==> src/rtl/tlqe_pkg.sv <==
// Types, constants and helpers shared by the thick line quad expander.
`timescale 1ns / 1ps
package tlqe_pkg;

   localparam logic [63:0] ZeroLenScale = 64'd100000000000000;
   localparam logic [2:0]  LastCorner   = 3'd5;
   localparam int          SqrtSteps    = 32;
   localparam int          DivSteps     = 33;

   typedef struct packed {
      logic [31:0] sx;
      logic [31:0] sy;
      logic [31:0] ex;
      logic [31:0] ey;
      logic [31:0] hw;
      logic [31:0] col;
      logic        dx_neg;
      logic        dy_pos;
      logic        drop;
   } side_type;

   typedef struct packed {
      logic [32:0] rem;
      logic [31:0] root;
      logic [63:0] s;
      logic [62:0] na;
      logic [62:0] nb;
   } sq_type;

   typedef struct packed {
      logic [31:0] len;
      logic [31:0] rem_x;
      logic [31:0] rem_y;
      logic [32:0] n_x;
      logic [32:0] n_y;
      logic [32:0] q_x;
      logic [32:0] q_y;
   } dv_type;

   function automatic logic [1:0] corner_sel(input logic [2:0] corner);
      logic [1:0] sel;
      unique case (corner)
         3'd0:    sel = 2'd0;
         3'd1:    sel = 2'd2;
         3'd2:    sel = 2'd1;
         3'd3:    sel = 2'd1;
         3'd4:    sel = 2'd2;
         default: sel = 2'd3;
      endcase
      return sel;
   endfunction

   function automatic logic [31:0] sat32(input logic [35:0] v);
      logic [31:0] r;
      if (v[35:31] == 5'b00000 || v[35:31] == 5'b11111) r = v[31:0];
      else if (v[35]) r = 32'h8000_0000;
      else r = 32'h7fff_ffff;
      return r;
   endfunction

endpackage

==> src/rtl/tlqe_div_cell.sv <==
// One quotient bit of the two restoring divider lanes.
`timescale 1ns / 1ps
module tlqe_div_cell (
   input  logic              clock,
   input  logic              reset,
   input  logic              adv,
   input  logic              in_valid,
   input  tlqe_pkg::side_type in_side,
   input  tlqe_pkg::dv_type   in_dv,
   output logic              out_valid,
   output tlqe_pkg::side_type out_side,
   output tlqe_pkg::dv_type   out_dv
);
   import tlqe_pkg::*;

   logic     valid_ff;
   side_type side_ff;
   dv_type   dv_ff;
   dv_type   dv_in;
   logic [32:0] tx;
   logic [32:0] ty;
   logic        gx;
   logic        gy;

   always_comb begin
      tx = {in_dv.rem_x, in_dv.n_x[32]};
      ty = {in_dv.rem_y, in_dv.n_y[32]};
      gx = (tx >= {1'b0, in_dv.len});
      gy = (ty >= {1'b0, in_dv.len});
      dv_in       = in_dv;
      dv_in.rem_x = gx ? 32'(tx - {1'b0, in_dv.len}) : tx[31:0];
      dv_in.rem_y = gy ? 32'(ty - {1'b0, in_dv.len}) : ty[31:0];
      dv_in.n_x   = {in_dv.n_x[31:0], 1'b0};
      dv_in.n_y   = {in_dv.n_y[31:0], 1'b0};
      dv_in.q_x   = {in_dv.q_x[31:0], gx};
      dv_in.q_y   = {in_dv.q_y[31:0], gy};
   end

   always_ff @(posedge clock) begin
      if (reset) begin
         valid_ff <= 1'b0;
      end else if (adv) begin
         valid_ff <= in_valid;
      end
      if (adv) begin
         side_ff <= in_side;
         dv_ff   <= dv_in;
      end
   end

   assign out_valid = valid_ff;
   assign out_side  = side_ff;
   assign out_dv    = dv_ff;
endmodule

==> config.mk <==
export PLATFORM = sky130hd
export DESIGN_NAME = tlqe_div_cell
export DESIGN_NICKNAME = d
export VERILOG_FILES = /design/src/rtl/tlqe_pkg.sv /design/src/rtl/tlqe_div_cell.sv
export SDC_FILE = /design/constraint.sdc
export NUM_CORES = 1
export LEC_CHECK = 0
export BUFFER_PORTS_ARGS = -buffer_cell sky130_fd_sc_hd__buf_2
export CAP_MARGIN = 20
export CORE_AREA = 3 3 334 336
export CTS_CLUSTER_DIAMETER = 150
export DETAILED_ROUTE_END_ITERATION = 7
export DIE_AREA = 0 0 337 339
export PLACE_DENSITY = 0.34
export SYNTH_ARGS = -nofsm -noshare
export SYNTH_HDL_FRONTEND = slang
export SYNTH_SLANG_ARGS = --single-unit
==> constraint.sdc <==
create_clock -name clock -period 4.4 [get_ports clock]
set_input_delay 1.1 -clock clock [delete_from_list [all_inputs] [get_ports clock]]
set_output_delay 1.1 -clock clock [all_outputs]
set_load 0.01 [all_outputs]
==> Word level (Yosys, flattened, before mapping) <==
Cells that the tools add are included.
{ "totals": {"n_memories": 0, "latch_bits": 0, "ramBits": 0, "reg_bits": 422, "rom_bits": 0, "out_inout_bits": 424} }
{ "classes": {"div": 0, "n_mux": 2, "n_bitwise": 0, "eq_ne": 0, "n_shift": 0, "add_sub_neg": 2, "order_cmp": 2, "n_reduce_logical": 0, "mul": 0} }
{ "op_table": {"columns": ["operator", "n"], "rows": [
  ["$ge 33x32->1", 2],
  ["$mux 32", 2],
  ["$sub 32x32->32", 2]
]} }

==> Logic depth before layout (Yosys ltp) <==
{ "logic_depth": {"ltp_word": 2, "ltp_mapped": 14} }

==> Least setup slack after synthesis <==
OpenSTA, ideal clock, no wires.
{ "synth_timing": {"kind": "input -> register", "startpoint": "in in_dv[213] (netlist name)", "endpoint": "reg dv_ff (netlist bit out_dv[146]), data pin", "setup_slack_ns": 0.873, "arrival_time_ns": 3.267, "stages": 11, "cell_sequence": "inv_1 ha_1 and3_1 nand4_1 or3_1 o41a_1 and3_1 a21oi_2 nand2_2 inv_2 mux2_2"} }
{ "synth_lines": {"columns": ["element", "line_no", "text"], "rows": [
  ["start, declared", "tlqe_div_cell.sv:9", "input tlqe_pkg::dv_type in_dv,"],
  ["end signal, assigned", "tlqe_div_cell.sv:47", "dv_ff <= dv_in;"],
  ["end, declared", "tlqe_div_cell.sv:18", "dv_type dv_ff;"]
]} }

==> flow_summary.toml <==
[sta]
worst_setup_slack_final_ps = 904
post-route-period-util_pct = 79.5
timing.final.crit_period_ps = 3500
max_slew.worst_pin.slew_ps = 704
max_clock_freq_ghz = 0.286
finalHoldViolCount = 0
setup_total_negative_slack_ps = 0
clock_skew_ps = 0
timing.hold.ws_ps = 508
final-setup-viol-count = 0
finalMaxSlewViolations = 0
rsz0062_at_grt = "no"
maxSlewHeadroom_pct = 53.0

[outcome]
status = "complete, no violations"

[clock_network]
path_clk_slew_ps = 60
worstSkewPairLatency_ps = 640
postCtsSetupRepairBufs = 0
clockBufferDepth = 3
postCtsHoldBufs = 0
tritoncts_clock_tree = "done"
post_cts.resized_instances = 0
ctsRootBufferMaster = "sky130_fd_sc_hd__clkbuf_16"
clkSinkCount = 422
max_h_tree_level = 2
cts_inserted_buffers = 56

[setup_path]
cp_data_arrival_time_ps = 3860
critical_path.most_common_cell = "sky130_fd_sc_hd__a21oi_1"
crit_chain = "buf_2, inv_1, ha_1, a21oi_1, o211ai_1, a21o_1, a21oi_1, o21ai_0, buf_4, a311oi_1, a31oi_1, xnor2_1, o21ai_1"
slowest_stage = "sky130_fd_sc_hd__a311oi_1"
cp_num_buf_inv = 3
largest_stage_delay_on_the_critical_path_ps = 550
worstReg2RegStart = "out_valid"
setup.reg_to_reg.worst_slack_ps = 3800
worst_path_dominant_cell_family = "compound AO/OA/AOI/OAI gates"
timing.critical_path.fanout_max = 6
timing.rr.end = "out_valid"
critical_path.endpoint_type = "flip-flop"
worstPathRequired_ps = 4760
reg2reg_depth = 2
crit_type = "in2reg"
worst_setup_path_start_kind = "primary input"

[routing]
totalWireLength_mm = 86.1
drcViolationCount = 0
dr_total_vias = 13100
antenna_violating_nets_post_route = 0
vias_per_cell = 3.79
average_routed_wire_per_standard_cell_um = 24.9
drt_iter0_drc = 815
detailedRoute.firstPassIterationCount = 4

[global_routing]
grt_start_max_net_pins = 73
grt_remaining_overflow = 0
grt_usage_pct = 14.3
grt_pass1_wl_mm = 113
grt_pass1_vias = 13500
number_of_antenna_violations_at_the_first_check_in_global_routing = 72

[logic_synthesis]
synth_top_area_share_pct = 74.9
post_synth_inst_count = 1089
netlist_area_pre_place_um2 = 16900
postSynth.topFlopCell = "sky130_fd_sc_hd__edfxtp_1"
post-synth-top-area-cell = "sky130_fd_sc_hd__edfxtp_1"
synth_enable_flop_cells = 421
synth_seq_area_share_pct = 75.1
syn_area_per_cell_um2 = 15.5
synthTopCellsByArea = "sky130_fd_sc_hd__edfxtp_1 (75%), sky130_fd_sc_hd__ha_1 (4.7%), sky130_fd_sc_hd__nand2_1 (2.2%)"
yosysWarningCount = 0
yosys.cell_types.count = 57
ys_seq_elements = 422
async_reset_ff_share_pct = 0

[power_and_ir_drop]
total_switching_power_uw = 3070
irDropWorstVdd_uv = 267
power.share.sequential_pct = 44.8
power_density_nw_per_um2 = 447
share_clk_of_total_power_pct = 38.9
combinationalPowerShare_pct = 16.3
power.internal_uw = 8020
power.leakage_uw = 0.0104
switching_share_pct = 27.7

[floorplan]
floorplan.die_area_um2 = 114000
pin_count = 851
coreArea_um2 = 109000
floorplan.initialDensity_pct = 15.5
fp.dieH_um = 339
die_width_um = 337
core.rowCount = 121

[final_layout]
post_route_cells_drive_above_1_share_pct = 47.7
area_delta_synth_final_pct = 47.1
layout.cells.most_common_list = "sky130_fd_sc_hd__buf_2 (845), sky130_fd_sc_hd__edfxtp_1 (421), sky130_fd_sc_hd__nand2_1 (97), sky130_fd_sc_hd__o21ai_0 (70)"
design.final.nets = 2487
fillerInstances = 11700
layout.cells.most_common = "sky130_fd_sc_hd__buf_2"

[placed_design]
hpwl_after_dpl_mm = 71.9
pre_cts_ws_ps = 223
place.gp.congestion = 0.801
port_buffers = 846

[min_path]
hp-class = "reg2reg"
hold_end = "out_valid"
worst_hold_startpoint = "out_valid"
min_delay_path_depth = 2

[job]
maxCapViolCount = 0
==> registers in the layout (all words and copies together), names as in the netlist <==
signal	flops
out_dv	226
out_side	195
out_valid	1
==> metal layers <==
metal,track usage (%),wire (um),up-vias
li1,-,-,5951
met1,13.8,28100,6310
met2,26.1,43800,624
met3,6.95,10100,196
met4,5.49,3790,44
met5,0,272,-
==> power groups by stage <==
stage	clock (uW)	combinational [uW]	sequential [uW]
finish	4310	1810	4970
global route	4660	1970	5010
CTS	4540	1870	4980
detailed placement	0	1850	5050
global placement	0	1860	5060
floorplan	0	549	5250
==> cells in the mapped netlist, types with 7 or more instances <==
library cell,count
sky130_fd_sc_hd__o21ai_0,70
sky130_fd_sc_hd__and3_1,9
sky130_fd_sc_hd__a21oi_1,64
sky130_fd_sc_hd__nor2b_1,9
sky130_fd_sc_hd__o21bai_1,13
sky130_fd_sc_hd__nor3_1,7
sky130_fd_sc_hd__o21ai_1,17
sky130_fd_sc_hd__xor2_1,30
sky130_fd_sc_hd__xnor2_1,26
sky130_fd_sc_hd__nor2_1,29
sky130_fd_sc_hd__a31oi_1,9
sky130_fd_sc_hd__nand4_1,15
sky130_fd_sc_hd__ha_1,64
sky130_fd_sc_hd__clkbuf_1,20
sky130_fd_sc_hd__a21o_1,25
sky130_fd_sc_hd__inv_1,55
sky130_fd_sc_hd__edfxtp_1,421
sky130_fd_sc_hd__nand3_1,25
sky130_fd_sc_hd__nand2_1,97
==> area by class of cell <==
cell class	count	area, um2	share of cell area (%)
Inverter	56	210	0.847
Clock buffer	66	1460	5.89
Clock inverter	35	258	1.04
Antenna cell	12	30.0	0.121
Timing Repair Buffer	876	4560	18.4
Sequential cell	422	12700	51.0
Tap cell	1414	1770	7.13
Multi-Input combinational cell	582	3860	15.6
==> stage by stage <==
stage	util, %	power (uW)	cell area (um2)	std cells
4_1_cts	22.8	11400	24800	3451
3_3_place_gp	21.2	6910	23100	3350
6_report	22.8	11100	24800	3463
3_5_place_dp	21.2	6910	23100	3350
5_1_grt	22.8	11600	24800	3452
2_1_floorplan	-	5800	16900	1090
==> worst max path at each step <==
| stage | slack [ps] | to | depth (start not counted) | from |
|---|---|---|---|---|
| after floorplan | 870 | out_dv[146] | 11 | in_dv[213] |
| after global placement | 190 | out_dv[158] | 14 | in_dv[98] |
| after detailed placement | 220 | out_dv[158] | 14 | in_dv[98] |
| after CTS | 910 | out_dv[158] | 14 | in_dv[98] |
| after global routing | 730 | out_dv[158] | 14 | in_dv[98] |
| final | 900 | out_dv[158] | 13 | in_dv[204] |
==> cells by family after synthesis <==
group / synth area share, %
AOI/OAI and AO/OA: 8.56
xor gates and xnor gates: 2.91
adders and majority gates: 4.98
buffers and inverters: 2.13
DFF: 75.1
muxes: 0.519
other: 0.0222
and+or+nand+nor: 5.82
==> worst min-delay path: stages (launching register included) <==
cell and delay [ps]:
sky130_fd_sc_hd__dfxtp_1 330, sky130_fd_sc_hd__mux2i_1 70, sky130_fd_sc_hd__nor2_1 70
Note: power is estimated with default switching activity, not from simulation.
