File: src/rtl/tlqe_pkg.sv
// Types, constants and helpers shared by the thick line quad expander.
`timescale 1ns / 1ps
package tlqe_pkg;

   localparam logic [63:0] ZeroLenScale = 64'd100000000000000;
   localparam logic [2:0]  LastCorner   = 3'd5;
   localparam int          SqrtSteps    = 32;
   localparam int          DivSteps     = 33;

   typedef struct packed {
      logic [31:0] sx;
      logic [31:0] sy;
      logic [31:0] ex;
      logic [31:0] ey;
      logic [31:0] hw;
      logic [31:0] col;
      logic        dx_neg;
      logic        dy_pos;
      logic        drop;
   } side_type;

   typedef struct packed {
      logic [32:0] rem;
      logic [31:0] root;
      logic [63:0] s;
      logic [62:0] na;
      logic [62:0] nb;
   } sq_type;

   typedef struct packed {
      logic [31:0] len;
      logic [31:0] rem_x;
      logic [31:0] rem_y;
      logic [32:0] n_x;
      logic [32:0] n_y;
      logic [32:0] q_x;
      logic [32:0] q_y;
   } dv_type;

   function automatic logic [1:0] corner_sel(input logic [2:0] corner);
      logic [1:0] sel;
      unique case (corner)
         3'd0:    sel = 2'd0;
         3'd1:    sel = 2'd2;
         3'd2:    sel = 2'd1;
         3'd3:    sel = 2'd1;
         3'd4:    sel = 2'd2;
         default: sel = 2'd3;
      endcase
      return sel;
   endfunction

   function automatic logic [31:0] sat32(input logic [35:0] v);
      logic [31:0] r;
      if (v[35:31] == 5'b00000 || v[35:31] == 5'b11111) r = v[31:0];
      else if (v[35]) r = 32'h8000_0000;
      else r = 32'h7fff_ffff;
      return r;
   endfunction

endpackage

File: src/rtl/tlqe_sqrt_cell.sv
// One bit-pair step of the integer square root chain.
`timescale 1ns / 1ps
module tlqe_sqrt_cell (
   input  logic              clock,
   input  logic              reset,
   input  logic              adv,
   input  logic              in_valid,
   input  tlqe_pkg::side_type in_side,
   input  tlqe_pkg::sq_type   in_sq,
   output logic              out_valid,
   output tlqe_pkg::side_type out_side,
   output tlqe_pkg::sq_type   out_sq
);
   import tlqe_pkg::*;

   logic     valid_ff;
   side_type side_ff;
   sq_type   sq_ff;
   sq_type   sq_in;
   logic [34:0] t;
   logic [34:0] trial;
   logic        ge;

   always_comb begin
      t     = {in_sq.rem, in_sq.s[63:62]};
      trial = {1'b0, in_sq.root, 2'b01};
      ge    = (t >= trial);
      sq_in      = in_sq;
      sq_in.rem  = ge ? 33'(t - trial) : t[32:0];
      sq_in.root = {in_sq.root[30:0], ge};
      sq_in.s    = {in_sq.s[61:0], 2'b00};
   end

   always_ff @(posedge clock) begin
      if (reset) begin
         valid_ff <= 1'b0;
      end else if (adv) begin
         valid_ff <= in_valid;
      end
      if (adv) begin
         side_ff <= in_side;
         sq_ff   <= sq_in;
      end
   end

   assign out_valid = valid_ff;
   assign out_side  = side_ff;
   assign out_sq    = sq_ff;
endmodule

File: config.mk
export PLATFORM = sky130hd
export DESIGN_NAME = tlqe_sqrt_cell
export DESIGN_NICKNAME = d
export VERILOG_FILES = /design/src/rtl/tlqe_pkg.sv /design/src/rtl/tlqe_sqrt_cell.sv
export SDC_FILE = /design/constraint.sdc
export NUM_CORES = 1
export LEC_CHECK = 0
export ABC_AREA = 1
export BUFFER_PORTS_ARGS = -buffer_cell sky130_fd_sc_hd__buf_2
export CORE_AREA = 5 5 346 348
export CTS_BUF_LIST = sky130_fd_sc_hd__clkbuf_8
export CTS_CLUSTER_DIAMETER = 50
export DETAILED_ROUTE_END_ITERATION = 10
export DIE_AREA = 0 0 351 353
export PLACE_DENSITY_LB_ADDON = 0.12
export SLEW_MARGIN = 20
export SYNTH_ARGS = -nofsm -noshare
export SYNTH_HDL_FRONTEND = slang
export SYNTH_SLANG_ARGS = --single-unit
File: constraint.sdc
create_clock -name clock -period 3.2 [get_ports clock]
set_input_delay 0.48 -clock clock [delete_from_list [all_inputs] [get_ports clock]]
set_output_delay 0.48 -clock clock [all_outputs]
set_load 0.01 [all_outputs]
# [After elaboration in Yosys (flattened, before gate mapping)]
# Index checks and enable logic that the tools add are counted.
[word_totals] reg_bits=449 input_bits=454 out_inout_bits=451 word_cells=18
[classes] n_addsub=1 magnitude_cmp=1 n_mux=1
[op_table] op="$ge 35x34->1" n=1
[op_table] op="$mux 33" n=1
[op_table] op="$sub 33x33->33" n=1

# [Logic depth before layout (Yosys ltp)]
# Gate-level depths: netlist of run 1.
[logic_depth] ltp_word=2 mapped_depth=16 mapped_depth_nobuf=15

# [Worst setup path after synthesis of run 1]
# OpenSTA, ideal clock, no wires.
[synth_path] kind="input port to flip-flop" start="in in_sq[198] (netlist bit)" end="reg sq_ff, in the netlist out_sq[253], data pin" setup_time_ns=0.253 arrival_time_ns=1.812 required_time_ns=2.947 path_slack_ns=1.135 stages=15 n_path_buf=1 path_cell_list="inv_1 -> ha_1 -> nand2_1 -> inv_2 -> nand2_1 -> nand2_1 -> inv_2 -> nand2_1 -> nand2_1 -> nand3_1 -> nand2_2 -> nand2_4 -> buf_4 -> nand3_1 -> nand2_1"
[synth_lines] item="from (decl)" line_no="tlqe_sqrt_cell.sv:9" text="input tlqe_pkg::sq_type in_sq,"
[synth_lines] item="to (signal assigned)" line_no="tlqe_sqrt_cell.sv:42" text="sq_ff <= sq_in;"
[synth_lines] item="to (decl)" line_no="tlqe_sqrt_cell.sv:18" text="sq_type sq_ff;"

==> summary.md, run 1 <==
| Metric | Value |
|---|---|
| Status | finished, final reports clean |
| Critical Path Sink | out_sq[236] |
| Area contributors post-synth | edfxtp_1 81%, nand2_1 7.4%, inv_1 3.3% |
| Clock net sink count | 449 |
| Nets | 3076 |
| Final Core Density | 25.5% |
| DR WL/cell | 20.6 um |
| Placer Congestion | 0.849 |
| CTS max path bufs | 3 |
| CP Data Required Time | 3650 ps |
| Syn Inst Count | 1138 |
| Post-synthesis area per instance | 14.7 um^2 |
| Period minus WS final | 2610 ps |
| Dpl cells | 3572 |
| Commonest non-fill, non-tap cell in the layout | buf_2 |
| Port Buf Inserts | 902 |
| Worst-skew pair later-pin latency | 720 ps |
| Final Cell Area | 29500 um^2 |
| Area grow syn2layout | 77.0% |
| Top FF cell, synth | edfxtp_1 |
| PwrDens | 529 nW/um^2 |
| Post-CTS Setup Inserts | 0 |
| Crit path capture type | flip-flop |
| Cell Area, Placed | 23200 um^2 |
| Hold Vio Cnt, Final | 0 |
| RSZ-0062 raised after global routing | false |
| Reg clk slew, reported paths | 50 ps |
| FF-to-FF path depth | 3 |
| DR iter-0 viols | 582 |
| Final slew viol count | 0 |
| FF-to-FF End | out_valid |
| TritonCTS Buffers | 94 |
| Rows | 125 |
| Synth Cell Area | 16700 um^2 |
| DRT antenna net count | 0 |
| Largest net degree at the start of global routing | 90 |
| Post-Route WL | 86.7 mm |
| Via count | 14585 |
| Asr flop ratio synth | 0% |
| Worst r2r src | out_valid |
| Commonest non-fill, non-tap cells in the layout | 901 x buf_2, 448 x edfxtp_1, 444 x dlygate4sd3_1, 327 x nand2_1, 166 x inv_1 |
| # setup viols final | 0 |
| CP Launch Type | primary input |
| Root Buffer | clkbuf_8 |
| HPWL after DPL | 70.2 mm |
| DR pass1 iterations | 4 |
| Total GRT Usage | 13.3% |
| Total grt overflow | 0 |
| Crit share post-route | 81.5% |
| Yosys warns | 0 |
| Setup TNS | 0 ps |
| Hold buffers post-CTS | 444 |
| Worst slew pin tran | 594 ps |
| Vias per cell | 3.47 |
| Post-synth EDFFs | 448 |
| CP Max Fanout | 4 |
| Post-synthesis sequential area ratio | 80.8% |
| Die X-Extent | 351 um |
| Relative slew margins | 60.4% |
| Maximum clock frequency | 383 MHz |
| Setup Crit Path Kind | in -> reg |
| # IOs | 905 |
| Die H | 353 um |
| Worst EP arrival | 3050 ps |
| Share of cells above drive strength 1 | 40.1% |
| Skew final | 0 ps |
| Worst IR Drop VDD | 246 uV |
| Vias in the first global route | 15905 |
| DIE AREA | 124000 um^2 |
| Core Box Area | 116000 um^2 |
| Initial Utilization | 14.4% |
| Global-route wire length before repair | 118 mm |
| Synth cell types | 29 |
| PostCTS Resize Cnt | 0 |
| Initial antenna violation count | 19 |
| Register-to-register setup slack | 2050 ps |
| Min Hold Slack | 123 ps |
| Clock H-tree levels | 3 |
| CTS tree | yes |
| Number of synthesized register bits | 449 |
| Cell accounting for the most synthesized area | edfxtp_1 |
| Share of the synthesized area in the top cell type | 80.7% |
| Leakage power | 0.0131 uW |
| Min-delay worst type | in -> reg |
| Critical Path Start | in_sq[201] |
| Fin cells | 4204 |
| Maxcap violations | 0 |
| DRC viols | 0 |
## state kept, by name (all words and copies together), names as in the netlist
| register | cells |
|---|---|
| out_valid | 1 |
| out_side | 195 |
| out_sq | 253 |
## synth_stat cells, types with 4 or more instances
cell type / number
nand2_1: 327
nand4_1: 4
nand3b_1: 10
edfxtp_1: 448
nor2_2: 5
and2_1: 7
inv_2: 11
xor2_1: 14
ha_1: 34
a21oi_1: 21
buf_4: 5
nor2_1: 39
nand3_1: 39
nor3_1: 9
inv_1: 148
## layout make-up
| cell class | count | area (um^2) |
|---|---|---|
| multi-input cells | 522 | 2530 |
| diodes | 16 | 40.0 |
| clock inverters | 77 | 490 |
| inverters | 160 | 603 |
| repair buffers | 1361 | 9170 |
| clock buffers | 95 | 1310 |
| flip-flops and latches | 449 | 13500 |
| fillers | 12476 | 86400 |
| well taps | 1524 | 1910 |
## per-stage QoR
stage	worst slack [ps]	total power, uW
after floorplan	1130	8040
after global placement	426	9440
after detailed placement	439	9430
after CTS	633	16000
after global routing	472	16500
final	592	15600
## routing by layer
layer,part of all wire [%],global-route usage (%)
met1,37,14.2
met2,53,25.2
met3,7.2,4.14
met4,2.7,3.73
met5,0.081,0
## report_power, final
group	switching [uW]	total, uW	leakage, uW	internal [uW]
logic	1450	2540	0.00776	1090
registers	136	7180	0.00439	7050
clock network	2820	5890	0.000989	3070
total	4410	15600	0.0131	11200
## cells by family after synthesis
| group | count (synthesis) | share of synthesized area (%) |
|---|---|---|
| AOI/OAI and AO/OA | 25 | 0.795 |
| xor gates and xnor gates | 14 | 0.735 |
| adders and majority gates | 34 | 2.55 |
| buffers and inverters | 168 | 4.04 |
| DFF | 449 | 80.8 |
| muxes | 1 | 0.0600 |
| other | 1 | 0.0225 |
| and+or+nand+nor | 446 | 11.0 |
## critical path, stage by stage
cell and delay, ps:
dlygate4sd3_1 640, buf_2 170, inv_1 80, ha_1 370, nand2_1 200, inv_1 100
nand2_1 80, nand2_1 140, a21oi_1 150, nand2_1 220, xor2_1 210, nand2_1 130
nand2_1 70
## worst min-delay path by stage
| stage | slack [ps] | cells past startpoint | to | start |
|---|---|---|---|---|
| final | 120 | 3 | out_sq[233] | in_sq[231] |
| after detailed placement | 500 | 2 | out_valid | out_valid |
| after global placement | 490 | 2 | out_valid | out_valid |
| after CTS | 1 | 3 | out_sq[233] | in_sq[231] |
| after floorplan | 530 | 2 | out_valid | out_valid |
| after global routing | 30 | 3 | out_sq[233] | in_sq[231] |
Power figures use the tool's default switching activity.
==> run 2, diff against run 1 <==
CORE_AREA = 5 5 350 352   (was 5 5 346 348)
DIE_AREA = 0 0 355 357   (was 0 0 351 353)
clock period = 2.5 ns   (was 3.2 ns; I/O delays follow)
==> run 2 against run 1 <==
Against the previous run: count of clock-buffer cells in the layout is 2 higher; sequential share of layout area is 0.73 points lower; flip-flop and latch count stayed put; wire length is 2.4% higher; critical endpoint is now out_sq[241]; clock skew stayed put; non-clock buffer count is 46 higher; first-iteration DRC count is 27% higher; final cell count is 1.9% higher; highest routed layer unchanged; total power is 29% higher; largest cell class unchanged; register-to-register slack worse by 690 ps.
==> summary.md, run 2 (same netlist as run 1, synthesis figures left out) <==
| Metric | Value |
|---|---|
| Multi-input logic area | 2540 um^2 |
| Min-delay worst type | in -> reg |
| CP Data Required Time | 3100 ps |
| Psw | 5640 uW |
| Sequence of cells on the critical path | dlygate4sd3_1, buf_2, inv_1, ha_2, nand2_1, inv_2, nand2_1, nor2_2, nand4_1, nand3_1, nand2_2, nand2_4, buf_12, nand3_1, nand2_1 |
| Clock H-tree levels | 3 |
| Final Cell Area | 30000 um^2 |
| DR pass1 iterations | 5 |
| Reg clk slew, reported paths | 60 ps |
| Leakage power | 0.0134 uW |
| Crit path capture type | flip-flop |
| Vias per cell | 3.41 |
| # setup viols final | 0 |
| Worst slew pin tran | 644 ps |
| Total GRT Usage | 13.3% |
| Worst IR Drop VDD | 416 uV |
| Max reg flops | 253 |
| CTS tree | yes |
| Slowest CP cell | dlygate4sd3_1 |
| Status | finished, final reports clean |
| Via count | 14625 |
| Hold_sp | adv |
| Initial Utilization | 14.0% |
| Largest net degree at the start of global routing | 51 |
| Area grow syn2layout | 79.9% |
| CP Max Fanout | 24 |
| DRC viols | 0 |
| Cell Area, Placed | 23600 um^2 |
| Commonest non-fill, non-tap cell in the layout | buf_2 |
| Critical Path Max Stage Delay | 660 ps |
| Comb pwr share | 16.6% |
| Share of cells above drive strength 1 | 40.8% |
| Placer Congestion | 0.833 |
| HPWL after DPL | 72.3 mm |
| Vias in the first global route | 15808 |
| DIE AREA | 127000 um^2 |
| Final slew viol count | 0 |
| Setup Crit Path Kind | in -> reg |
| # IOs | 905 |
| Worst r2r src | out_valid |
| Clk pwr share | 37.9% |
| Period minus WS final | 2360 ps |
| Switching fraction of total power | 28.0% |
| Nets | 3121 |
| Rows | 127 |
| Clock net sink count | 449 |
| Setup TNS | 0 ps |
| Die X-Extent | 355 um |
| Post-Route WL | 88.8 mm |
| Maxcap violations | 0 |
| Critical Path Start | in_sq[202] |
| CP most frequent cell | nand2_1 |
| Fill cell count | 12765 |
| Worst EP arrival | 2960 ps |
| DR WL/cell | 20.7 um |
| TritonCTS Buffers | 93 |
| Setup WS post-layout | 142 ps |
| P_int | 14500 uW |
| Commonest non-fill, non-tap cells in the layout | 901 x buf_2, 448 x dlygate4sd3_1, 448 x edfxtp_1, 327 x nand2_1, 175 x inv_1 |
| Flop pwr share | 45.5% |
| Relative slew margins | 57.1% |
| CP Launch Type | primary input |
| Die H | 357 um |
| Hold Vio Cnt, Final | 0 |
| Port Buf Inserts | 902 |
| Initial antenna violation count | 38 |
| WP buf/inv | 5 |
| DR iter-0 viols | 742 |
| Total grt overflow | 0 |
| PwrDens | 673 nW/um^2 |
| Top delay family on crit path | buffers and inverters |
| Core Box Area | 119000 um^2 |
| Place WS | -22.2 ps |
| Crit share post-route | 94.3% |
| Worst-skew pair later-pin latency | 760 ps |
| DRT antenna net count | 0 |
| CTS max path bufs | 3 |
| RSZ-0062 raised after global routing | false |
| Skew final | 0 ps |
| Global-route wire length before repair | 120 mm |
| Maximum clock frequency | 424 MHz |
| Storage element area | 13500 um^2 |
| Root Buffer | clkbuf_8 |
run 2: cell count changes in the layout (fill, tap and decap cells not counted), moves of 3 or more:
cell,change
buf_4,+38
dlygate4sd3_1,+4
clkinv_4,-5
clkinv_1,-3
inv_1,+9
diode_2,+10
buf_12,+4
clkinv_2,-3
run 2: what timing repair did:
item,CTS,global route
setup endpoints to repair,0,16
hold buffers,448,0
buffers inserted,0,0
resized for setup,0,3
endpoints found under the hold margin,447,0
run 2: final cells by class:
type	instances	area share [%]
flip-flops and latches	449	44.9
repair buffers	1407	31.9
multi-input cells	522	8.46
well taps	1548	6.45
clock buffers	97	4.45
inverters	160	2.02
clock inverters	74	1.59
diodes	26	0.217
run 2: worst register-to-register path: stages, from the launching register on:
cell and delay [ps]:
dfxtp_1 310, mux2i_1 120, nor2_1 50, dlygate4sd3_1 550
run 2: power groups by stage:
stage | clock, uW | combinational, uW | sequential, uW
final | 7650 | 3350 | 9190
after global routing | 8420 | 3620 | 9240
after CTS | 8090 | 3460 | 9200
after detailed placement | 0 | 2810 | 9340
after global placement | 0 | 2830 | 9350
after floorplan | 0 | 598 | 9690
run 2: path summary, 6_finish.rpt:
check | end | slack, ps | cells past startpoint
setup / recovery | out_sq[241] | 140 | 15
hold reg to reg | out_valid | 1050 | 3
setup reg to reg | out_valid | 1360 | 3
hold / removal | out_sq[141] | 110 | 1
run 2: metal layers:
| layer | global-route usage (%) | part of all wire, % | vias to the layer above |
|---|---|---|---|
| met5 | 0 | 0.18 | - |
| met4 | 6.32 | 5.2 | 26 |
| met3 | 5.00 | 7.8 | 178 |
| met2 | 24.2 | 51 | 593 |
| met1 | 13.6 | 36 | 6886 |
| li1 | - | - | 6942 |
run 2: through the flow:
stage | total power [uW] | hold WS [ps] | utilization (%) | cells
5_1_grt | 21300 | 16.4 | 25.2 | 4272
6_report | 20200 | 114 | 25.2 | 4283
2_1_floorplan | 10300 | 447 | - | 1139
4_1_cts | 20800 | 4.03 | 25.2 | 4257
3_5_place_dp | 12100 | 490 | 19.9 | 3638
3_3_place_gp | 12200 | 491 | 19.9 | 3638
==> run 3, diff against run 2 <==
ABC_AREA = default   (was 1)
CORE_AREA = 5 5 344 346   (was 5 5 350 352)
DIE_AREA = 0 0 349 351   (was 0 0 355 357)
==> run 3 against run 2 <==
Against the previous run: the run now ends with negative setup slack left; sequential share of layout area down 0.87 points; largest power group unchanged; setup slack worse by 170 ps; worst hold slack gained 0.82 ps; die area down 3.3%; global-route usage fell by 0.71 points.
==> summary.md, run 3 <==
| Metric | Value |
|---|---|
| Met3 usage | 4.54% |
| Share of cells above drive strength 1 | 51.7% |
| Via count | 13838 |
| DR iter-0 viols | 532 |
| Reg clk slew, reported paths | 50 ps |
| Setup Crit Path Kind | in -> reg |
| Hold Vio Cnt, Final | 0 |
| Area contributors post-synth | edfxtp_1 84%, ha_1 2.6%, mux2_4 1.7% |
| # setup viols final | 10 |
| GRT met2 Usage | 22.6% |
| Root Buffer | clkbuf_8 |
| Worst r2r src | out_valid |
| Rows | 125 |
| Hold depth | 4 |
| Count leader, synth | edfxtp_1 |
| Maxcap violations | 0 |
| Clock net sink count | 449 |
| Clock H-tree levels | 3 |
| Cell accounting for the most synthesized area | edfxtp_1 |
| Total grt overflow | 0 |
| Final slew viol count | 0 |
| Vias per cell | 3.43 |
| Min Hold Slack | 115 ps |
| # IOs | 905 |
| Share of the synthesized area in the top cell type | 83.6% |
| FF-to-FF End | out_valid |
| Status | complete, but fails checks |
| CP Max Fanout | 6 |
| Post-synthesis area per instance | 19.8 um^2 |
| CP Data Required Time | 2970 ps |
| Initial Utilization | 14.0% |
| Met1 Use GR | 13.4% |
| Worst IR Drop VDD | 407 uV |
| Most common library cells after synthesis | 448 x edfxtp_1, 45 x inv_1, 35 x a21oi_1 |
| Initial antenna violation count | 21 |
| HPWL after DPL | 65.2 mm |
| FF-to-FF path depth | 3 |
| Levels on crit path | 14 |
| Worst-skew pair later-pin latency | 750 ps |
| Top delay family on crit path | compound AO/OA/AOI/OAI gates |
| Commonest non-fill, non-tap cells in the layout | 895 x buf_2, 448 x edfxtp_1, 440 x dlygate4sd3_1, 163 x buf_4, 97 x clkbuf_8 |
| Sequence of cells on the critical path | buf_8, inv_4, ha_4, a21o_1, a21o_1, a211o_2, a2111oi_4, o21ai_2, o211ai_4, and2_4, clkinv_8, buf_12, buf_12, mux2_4 |
| Setup WS post-layout | -29.8 ps |
| Placer Congestion | 0.845 |
| Min-Delay Endpoint | out_sq[234] |
| DRC viols | 0 |
| Area grow syn2layout | 90.2% |
| CP Launch Type | primary input |
| Largest net degree at the start of global routing | 68 |
| Relative slew margins | 66.1% |
| Worst EP arrival | 3000 ps |
| Number of synthesized register bits | 449 |
| Asr flop ratio synth | 0% |
| CTS tree | yes |
| Post-synth EDFFs | 448 |
| Crit share post-route | 101% |
| Leakage power | 0.0130 uW |
| DR pass1 iterations | 5 |
| Register-to-register setup slack | 1340 ps |
| Synth cell types | 59 |
| WP buf/inv | 5 |
| Die X-Extent | 349 um |
| Worst slew pin tran | 509 ps |
| Place WS | -929 ps |
| Most used routing layer | met2 |
| Syn Inst Count | 812 |
| CTS max path bufs | 3 |
| Port Buf Inserts | 902 |
| Top FF cell, synth | edfxtp_1 |
| Post-synthesis sequential area ratio | 83.8% |
| Vias in the first global route | 15260 |
| RSZ-0062 raised after global routing | true |
| Hold_sp | in_sq[232] |
| Post-Route WL | 82.4 mm |
| Max reg flops | 253 |
| Period minus WS final | 2530 ps |
| Final Core Density | 26.6% |
| Min-delay worst type | in -> reg |
| Core Box Area | 115000 um^2 |
| Slowest CP cell | a2111oi_4 |
| TritonCTS Buffers | 96 |
| Fill cell count | 12172 |
| Maximum clock frequency | 395 MHz |
| Die H | 351 um |
| Critical Path Max Stage Delay | 400 ps |
| DIE AREA | 122000 um^2 |
| DR WL/cell | 20.5 um |
| PwrDens | 675 nW/um^2 |
| Yosys warns | 0 |
| Skew final | 0 ps |
| Global-route wire length before repair | 111 mm |
| Synth Cell Area | 16100 um^2 |
| Nets | 2903 |
| Total GRT Usage | 12.6% |
| DRT antenna net count | 0 |
| Commonest non-fill, non-tap cell in the layout | buf_2 |
| Failing checks | negative setup slack |
| Crit path capture type | flip-flop |
==> run 3: cell types whose count changed in the layout (fill, tap and decap cells not counted), sizes merged, moves of 14 or more <==
cell,before,now
mux2,0,22
o21ai,2,26
buf,959,1073
a21oi,21,35
nand2,330,26
nand3,40,12
inv,191,70
xnor2,0,18
nor2,44,26
==> run 3: report_power, final <==
group,leakage [uW],switching [uW],internal [uW]
logic,0.00758,1810,1760
clock network,0.00101,3710,4170
registers,0.00439,184,9030
total,0.0130,5700,15000
==> run 3: worst max-delay path by stage <==
stage                  end       start  slack [ps]
2_1_floorplan  out_sq[229]  in_sq[190]        -530
3_3_place_gp   out_sq[252]  in_sq[199]       -1020
3_5_place_dp   out_sq[252]  in_sq[199]        -930
4_1_cts        out_sq[230]  in_sq[247]           3
5_1_grt        out_sq[226]  in_sq[208]         -10
6_report       out_sq[251]  in_sq[208]         -30
==> run 3: layout make-up <==
class | count | area (um^2) | share of cell area [%]
Inverter | 46 | 203 | 0.662
Clock inverter | 75 | 531 | 1.73
Antenna cell | 16 | 40.0 | 0.131
Sequential cell | 449 | 13500 | 44.0
Timing Repair Buffer | 1514 | 10400 | 33.9
Multi-Input combinational cell | 308 | 2720 | 8.90
Tap cell | 1524 | 1910 | 6.23
Clock buffer | 97 | 1340 | 4.36
==> run 3: cell families (layout without fill, tap and decap cells) <==
group / count (synthesis) / in the layout / share of synthesized area [%]
and+or+nand+nor: 101 / 101 / 3.06
other: 1 / 18 / 0.0233
AOI/OAI and AO/OA: 122 / 122 / 5.35
adders and majority gates: 34 / 34 / 2.64
xor gates and xnor gates: 25 / 25 / 1.36
muxes: 24 / 24 / 2.08
DFF: 449 / 449 / 83.8
buffers and inverters: 56 / 1732 / 1.71
==> run 3: tightest hold or removal path: cells and delay by family <==
family          cells  cell delay (ps)
simple gates        1               50
buf+inv             2              190
compound gates      1               70
==> run 3: metal layers <==
metal  vias up  share of wire, %
met5         -             0.099
met2       593                51
li1       6433                 -
met3       162               8.3
met1      6638                36
met4        12               3.9
==> run 3: stage by stage <==
stage / cell area, um^2 / power [uW] / instances / TNS [ps]
2_1_floorplan: 16200 / 10300 / 813 / -12900
3_3_place_gp: 23900 / 12300 / 3393 / -23930
3_5_place_dp: 23900 / 12300 / 3393 / -24580
4_1_cts: 30200 / 21100 / 4005 / 0
5_1_grt: 30600 / 21800 / 4021 / -32.6
6_report: 30600 / 20700 / 4029 / -152
==> run 3: timing repair <==
action	in CTS	in global routing
cloned	0	0
endpoints found under the hold margin	462	0
setup buffers	0	9
gates resized for setup	2	57
setup endpoints to repair	9	22
pin swaps	1	12
hold buffers	440	0
